### config.mk
export PLATFORM = sky130hd
export DESIGN_NAME = quadratic_probe_hash_table
export DESIGN_NICKNAME = d
export VERILOG_FILES = /design/src/rtl/qph_pkg.sv /design/src/rtl/qph_ram.sv /design/src/rtl/qph_probe.sv /design/src/rtl/quadratic_probe_hash_table.sv
export SDC_FILE = /design/constraint.sdc
export NUM_CORES = 2
export LEC_CHECK = 0
export BUFFER_PORTS_ARGS = -buffer_cell sky130_fd_sc_hd__buf_4
export CORE_MARGIN = 4
export CORE_UTILIZATION = 35
export DETAILED_ROUTE_END_ITERATION = 10
export SYNTH_ARGS = -nofsm -noshare
export SYNTH_HDL_FRONTEND = slang
export SYNTH_SLANG_ARGS = --single-unit
### constraint.sdc
create_clock -name clk -period 21.1 [get_ports clk]
set_clock_uncertainty 0.1 [all_clocks]
set_input_delay 1.055 -clock clk [delete_from_list [all_inputs] [get_ports clk]]
set_output_delay 1.055 -clock clk [all_outputs]
set_load 0.1 [all_outputs]
### src/rtl/qph_pkg.sv
// Shared constants, codes and types of the quadratic probe hash table.
package qph_pkg;

  localparam int KEY_WIDTH  = 16;
  localparam int IDX_W      = 7;
  localparam int TABLE_SIZE = 1 << IDX_W;

  typedef enum logic [1:0] {
    OP_INSERT = 2'd0,
    OP_SEARCH = 2'd1,
    OP_REMOVE = 2'd2
  } op_t;

  typedef enum logic [1:0] {
    ST_DONE = 2'd0,
    ST_DUP  = 2'd1,
    ST_MISS = 2'd2,
    ST_FULL = 2'd3
  } status_t;

  typedef enum logic [1:0] {
    TAG_EMPTY   = 2'd0,
    TAG_USED    = 2'd1,
    TAG_DELETED = 2'd2
  } tag_t;

  typedef enum logic [1:0] {
    S_IDLE,
    S_PROBE,
    S_FINISH
  } state_t;

  typedef struct packed {
    op_t                  func;
    logic [KEY_WIDTH-1:0] key;
  } req_t;

  typedef struct packed {
    status_t          status;
    logic [IDX_W-1:0] slot_index;
  } rsp_t;

  // One table entry as held in the slot memory.
  typedef struct packed {
    tag_t                 tag;
    logic [KEY_WIDTH-1:0] key;
  } ent_t;

  typedef struct packed {
    logic             start;
    logic             step;
    logic [IDX_W-1:0] home;
  } probe_ctrl_t;

endpackage

### src/rtl/qph_ram.sv
// Generic single-write, single-read RAM with registered read data.
module qph_ram #(
  parameter int WIDTH = 8,
  parameter int DEPTH = 16
) (
  input  logic                     clk,
  input  logic                     we,
  input  logic [$clog2(DEPTH)-1:0] waddr,
  input  logic [WIDTH-1:0]         wdata,
  input  logic                     re,
  input  logic [$clog2(DEPTH)-1:0] raddr,
  output logic [WIDTH-1:0]         rdata
);

  logic [WIDTH-1:0] mem [DEPTH];

  always_ff @(posedge clk) begin
    if (we) begin
      mem[waddr] <= wdata;
    end
    if (re) begin
      rdata <= mem[raddr];
    end
  end

endmodule

### src/rtl/qph_probe.sv
// Quadratic probe address generator: slot, odd stride and probe count.
module qph_probe
  import qph_pkg::*;
(
  input  logic             clk,
  input  probe_ctrl_t      ctrl,
  output logic [IDX_W-1:0] rd_addr,
  output logic [IDX_W-1:0] slot,
  output logic             last
);

  // i*i grows by 2i+1 from one probe to the next; sums wrap at the table size.
  logic [IDX_W-1:0] stride;
  logic [IDX_W-1:0] count;

  assign rd_addr = ctrl.start ? ctrl.home : IDX_W'(slot + stride);
  assign last    = (count == IDX_W'(TABLE_SIZE - 1));

  always_ff @(posedge clk) begin
    if (ctrl.start) begin
      slot   <= ctrl.home;
      stride <= IDX_W'(1);
      count  <= '0;
    end else if (ctrl.step) begin
      slot   <= IDX_W'(slot + stride);
      stride <= IDX_W'(stride + IDX_W'(2));
      count  <= IDX_W'(count + IDX_W'(1));
    end
  end

endmodule

### src/rtl/quadratic_probe_hash_table.sv
// Top level of the quadratic probe hash table: control, slot memory and result register.
//
//   channel | direction | handshake            | payload
//   --------+-----------+----------------------+-----------------------------
//   req     | in        | req_valid/req_ready  | req_t: func, key
//   rsp     | out       | rsp_valid/rsp_ready  | rsp_t: status, slot_index
//
// An operation is accepted in the idle state, runs P probes (1 to TABLE_SIZE),
// each a read through the single read port of the slot memory, and ends in
// the finish state, which waits for a free output register. An unused func
// code skips the probes. Reset clears the slot tags at once through one valid
// flop per slot; no clearing pass runs. A stalled result sits in the output
// register while the next request is already taken and probed.
module quadratic_probe_hash_table
  import qph_pkg::*;
(
  input  logic clk,
  input  logic rst,
  input  logic req_valid,
  output logic req_ready,
  input  req_t req,
  output logic rsp_valid,
  input  logic rsp_ready,
  output rsp_t rsp
);

  state_t state;
  state_t state_next;

  op_t                  func_r;
  logic [KEY_WIDTH-1:0] key_r;
  rsp_t                 pend;
  logic                 slot_valid [TABLE_SIZE];

  // Probe and memory control.
  probe_ctrl_t          pctrl;
  logic [IDX_W-1:0]     rd_addr;
  logic [IDX_W-1:0]     slot;
  logic                 last;
  logic                 re;
  logic                 we;
  ent_t                 wr_ent;
  logic [$bits(ent_t)-1:0] rd_raw;
  ent_t                 rd_ent;
  tag_t                 tag_now;
  logic                 key_hit;

  // Decision of the current probe.
  logic                 done;
  rsp_t                 res;

  logic req_xfer;
  logic rsp_free;

  assign req_ready = (state == S_IDLE);
  assign req_xfer  = req_valid && req_ready;
  assign rsp_free  = !rsp_valid || rsp_ready;

  qph_probe u_probe (
    .clk     (clk),
    .ctrl    (pctrl),
    .rd_addr (rd_addr),
    .slot    (slot),
    .last    (last)
  );

  qph_ram #(
    .WIDTH ($bits(ent_t)),
    .DEPTH (TABLE_SIZE)
  ) u_slot_ram (
    .clk   (clk),
    .we    (we),
    .waddr (slot),
    .wdata (wr_ent),
    .re    (re),
    .raddr (rd_addr),
    .rdata (rd_raw)
  );

  assign rd_ent = ent_t'(rd_raw);
  // A slot never written since reset reads as empty.
  assign tag_now = slot_valid[slot] ? rd_ent.tag : TAG_EMPTY;
  assign key_hit = (rd_ent.key == key_r);

  // Next state.
  always_comb begin
    state_next = state;
    unique case (state)
      S_IDLE: begin
        if (req_valid) begin
          if (req.func == OP_INSERT || req.func == OP_SEARCH || req.func == OP_REMOVE) begin
            state_next = S_PROBE;
          end else begin
            state_next = S_FINISH;
          end
        end
      end
      S_PROBE: begin
        if (done) begin
          state_next = S_FINISH;
        end
      end
      S_FINISH: begin
        if (rsp_free) begin
          state_next = S_IDLE;
        end
      end
      default: state_next = S_IDLE;
    endcase
  end

  // Outputs: probe control, memory access and the probe decision.
  always_comb begin
    pctrl      = '0;
    re         = 1'b0;
    we         = 1'b0;
    wr_ent.tag = TAG_USED;
    wr_ent.key = key_r;
    done       = 1'b0;
    res.status = ST_MISS;
    res.slot_index = '0;
    unique case (state)
      S_IDLE: begin
        // Read the home slot in the same cycle as the transfer.
        pctrl.home = req.key[IDX_W-1:0];
        if (req_valid) begin
          pctrl.start = 1'b1;
          re          = 1'b1;
        end
      end
      S_PROBE: begin
        case (func_r) inside
          OP_INSERT: begin
            if (tag_now != TAG_USED) begin
              done       = 1'b1;
              we         = 1'b1;
              res.status = ST_DONE;
              res.slot_index = slot;
            end else if (key_hit) begin
              done       = 1'b1;
              res.status = ST_DUP;
              res.slot_index = slot;
            end else if (last) begin
              done       = 1'b1;
              res.status = ST_FULL;
            end
          end
          OP_SEARCH, OP_REMOVE: begin
            if (tag_now == TAG_EMPTY) begin
              done = 1'b1;
            end else if (tag_now == TAG_USED && key_hit) begin
              done       = 1'b1;
              res.status = ST_DONE;
              res.slot_index = slot;
              if (func_r == OP_REMOVE) begin
                // Leave a tombstone.
                we         = 1'b1;
                wr_ent.tag = TAG_DELETED;
              end
            end else if (last) begin
              done = 1'b1;
            end
          end
          default: begin
            done = 1'b1;
          end
        endcase
        // No verdict yet: advance to the next probe and read it.
        if (!done) begin
          pctrl.step = 1'b1;
          re         = 1'b1;
        end
      end
      S_FINISH: begin
      end
      default: begin
      end
    endcase
  end

  always_ff @(posedge clk) begin
    if (rst) begin
      state <= S_IDLE;
    end else begin
      state <= state_next;
    end
  end

  // Hold the request and the pending result.
  always_ff @(posedge clk) begin
    if (req_xfer) begin
      func_r <= req.func;
      key_r  <= req.key;
      pend.status     <= ST_MISS;
      pend.slot_index <= '0;
    end else if (state == S_PROBE && done) begin
      pend <= res;
    end
  end

  always_ff @(posedge clk) begin
    if (rst) begin
      for (int n = 0; n < TABLE_SIZE; n++) begin
        slot_valid[n] <= 1'b0;
      end
    end else if (we) begin
      slot_valid[slot] <= 1'b1;
    end
  end

  // Output register: load in the finish cycle once the previous result left.
  always_ff @(posedge clk) begin
    if (rst) begin
      rsp_valid <= 1'b0;
    end else if (state == S_FINISH && rsp_free) begin
      rsp_valid <= 1'b1;
    end else if (rsp_ready) begin
      rsp_valid <= 1'b0;
    end
  end

  always_ff @(posedge clk) begin
    if (state == S_FINISH && rsp_free) begin
      rsp <= pend;
    end
  end

`ifndef NO_ASSERTIONS
  // The slot memory is written only while a probe decides.
  a_write_in_probe: assert property (@(posedge clk) disable iff (rst)
    we |-> (state == S_PROBE))
    else $error("slot write outside probe state");

  // The last probe always ends the operation.
  a_last_ends: assert property (@(posedge clk) disable iff (rst)
    (state == S_PROBE && last) |=> (state != S_PROBE))
    else $error("probe ran past the table size");

  // A new result appears only out of the finish state.
  a_rsp_from_finish: assert property (@(posedge clk) disable iff (rst)
    (!rsp_valid ##1 rsp_valid) |-> ($past(state) == S_FINISH))
    else $error("result raised outside finish state");
`endif

endmodule
==> impl_metrics.csv <==
group,metric,value,unit
die,ios,33,
global_routing,antenna_found_initial,22,
synth,ys_ff_latch,2516,
worst_setup_path,startpoint_type,"register",
worst_setup_path,cp_num_buf_inv,5,
worst_setup_path,path_max_fanout,186,
die,die_area,297300,µm²
run_status,status,"finished clean",
final_layout,final_common_cell,"edfxtp_1",
worst_setup_path,crit_top_cell,"buf_12",
synth,netlist_area,101000,µm²
pwr,p_leak,38.82,nW
cts,cts_buffer_depth,3,
cts,clkTransAtPathRegs,70,ps
routing,wl_per_cell,26.62,µm
routing,drcViolationCount,0,
global_routing,grt_usage,0.2041,
routing,wl,315200,µm
final_layout,fillerInstances,26284,
placed_design,io_buffers,32,
final_layout,finalNonFillerCells,11839,
synth,seq_area_frac_synth,0.7320,
global_routing,grt_overflow,0,
routing,vias,66562,
cts,insertion_delay,910,ps
cts,cts.sinks,2516,
sta,fmax,144.2,MHz
worst_setup_path,critPathRequiredTime,21750,ps
sta,relSlewSlack,0.03323,
cts,postCtsSetupRepairBufs,0,
global_routing,grt_max_degree,192,
synth,synth_enable_flop_cells,2356,
synth,avgSynthCellArea,12.87,µm²
sta,setup_viol_count_final,0,
synth,syn_inst,7848,
cts,cts_buffers,241,
job,cap_viol_max_count,0,
sta,fin_crit,6934,ps
cts,clock-root-buffer,"clkbuf_16",
sta,whs,244.2,ps
sta,hold_viol_final,0,
worst_setup_path,critPathTopFamily,"buffers and inverters",
die,die_h,545.3,µm
worst_setup_path,arrival,7580,ps
cts,cts_resized,0,
final_layout,syn_to_final_growth,13.07,%
final_layout,final_cell_mix,"2356 x edfxtp_1, 2261 x nand2_1, 1324 x nand3_1",
die,start_util,0.3530,
worst_setup_path,crit_slowest_cell,"o22ai_1",
sta,drv_slew,0,
cts,hold_buffers,0,
synth,yosys_warnings,0,
final_layout,drive_above_1_share,0.1238,
routing,routed_via_density,5.622,
die,die_w,545.3,µm
synth,synthDistinctLibCells,74,
worst_setup_path,end_kind,"register",
sta,rsz0062_at_grt,"false",
placed_design,place_hpwl,176000,µm
synth,async_flop_share,0,
routing,first_pass_iters,6,
final_layout,fin_nets,7883,
synth,synth_flop_cell,"edfxtp_1",
sta,setup_tns,0,ps
cts,htreeDepth,4,
pwr,peakVddDrop,95.45,µV
die,core,286200,µm²
global_routing,grt_pass1_wl,450700,µm
sta,worstMarginPinSlew,1442,ps
placed_design,dp_cells,11370,
placed_design,gp_congestion,0.8787,
cts,cts_tree,"built",
hold_path,hp-class,"input port to register",
sta,finalCritPeriodShare,0.3286,
worst_setup_path,setup.worst_path.class,"register to register",
synth,synth_nets,7880,
worst_setup_path,path_cells,"or3b_1 > buf_4 > a21o_4 > inv_16 > buf_12 > buf_12 > buf_12 > nand2_1 > nand3_1 > and3_1 > a31oi_1 > a221o_1 > o22ai_1 > a211o_1",
worst_setup_path,critPathMaxStageDelay,810,ps
die,row_count,196,
routing,drt-initial-drc-count,8982,
pwr,power.density,110.4,nW/µm²
routing,ant_nets,0,
global_routing,grt_pass1_vias,62221,
## layout make-up
class | count | area, µm² | area share
clock buffer | 302 | 6404 | 0.05606
inverter | 34 | 168.9 | 0.001479
tap | 3762 | 4707 | 0.04120
clock inverter | 149 | 1510 | 0.01322
multi-input combinational | 4766 | 25100 | 0.2198
timing repair buffer | 292 | 2342 | 0.02050
antenna | 18 | 45.04 | 0.0003943
sequential | 2516 | 73950 | 0.6474
## metrics by stage
stage / cell area, µm² / total power, mW / utilization / setup slack, ps
final: 114200 / 12.61 / 0.3992 / 14170
after global routing: 114200 / 13.02 / 0.3991 / 13850
after CTS: 114200 / 12.62 / 0.3990 / 14350
after detailed placement: 106300 / 8.340 / 0.3713 / 13670
after global placement: 106300 / 8.318 / 0.3713 / 13540
after floorplan: 101000 / 7.239 / - / 11900
## cell families (layout without fill, tap and decap cells)
kind of cell	after synthesis	count (layout)	share of synthesized area
other	0	18	0
AND/OR/NAND/NOR	4030	4030	0.1745
buffers and inverters	566	777	0.02663
AO/OA/AOI/OAI	563	563	0.04346
multiplexers	135	135	0.01968
adder cells (fa/ha/maj)	10	10	0.001313
flip-flops	2516	2516	0.7320
XOR/XNOR	28	28	0.002427
## state kept, by name, summed over array words and instances (netlist names), named ones only
name and flops:
func_r 2, key_r 16, pend 9, rsp 9
rsp_valid 1, slot_valid 128, state 2, u_probe.count 7
u_probe.slot 7, u_probe.stride 6, u_slot_ram.mem 2304, u_slot_ram.rdata 18
## cell usage after synthesis (43+ instances only)
master       n  area share
a311oi_1    81      0.0070
a31oi_1    112      0.0069
and3_1     135      0.0084
buf_1       58      0.0022
buf_2      289       0.014
buf_4       43      0.0032
clkbuf_1   137      0.0051
dfxtp_1    160       0.032
edfxtp_1  2356        0.70
mux2i_1     67      0.0066
mux4_2      48       0.011
nand2_1   2261       0.084
nand3_1   1325       0.066
nor2_1      68      0.0025
nor3_1     130      0.0064
o21ba_2    110       0.011
## where the power goes
group	total, mW	switching, mW	internal, mW
clock network	4.33	1.89	2.44
logic	2.68	2.01	0.665
registers	5.60	0.0625	5.53
total	12.6	3.97	8.64
## per-layer routing
| layer | share of wire | track usage | vias up |
|---|---|---|---|
| met3 | 0.089 | 0.03398 | 672 |
| met4 | 0.057 | 0.1043 | 12 |
| met5 | 0.00027 | 0 | - |
| li1 | - | - | 28724 |
| met1 | 0.40 | 0.2760 | 33676 |
| met2 | 0.46 | 0.3179 | 3478 |
## worst paths after layout
check                              start                  end  slack (ps)  depth (start not counted)
worst min-delay path             req[10]            key_r[10]         240                          1
worst max-delay path            state[1]  u_slot_ram.rdata[7]       14170                         14
worst min register to register   pend[8]               rsp[8]         350                          0
worst max register to register  state[1]  u_slot_ram.rdata[7]       14170                         14
## worst register-to-register path, cell delays in order (launching register included)
cell     delay [ps]
dfxtp_1         430
or3b_1          410
buf_4           220
a21o_4          440
inv_16          560
buf_12          840
buf_12          690
buf_12         1040
nand2_1         110
nand3_1         110
and3_1          260
a31oi_1          80
a221o_1         470
o22ai_1         810
a211o_1         190
Power figures use the tool's default switching activity.
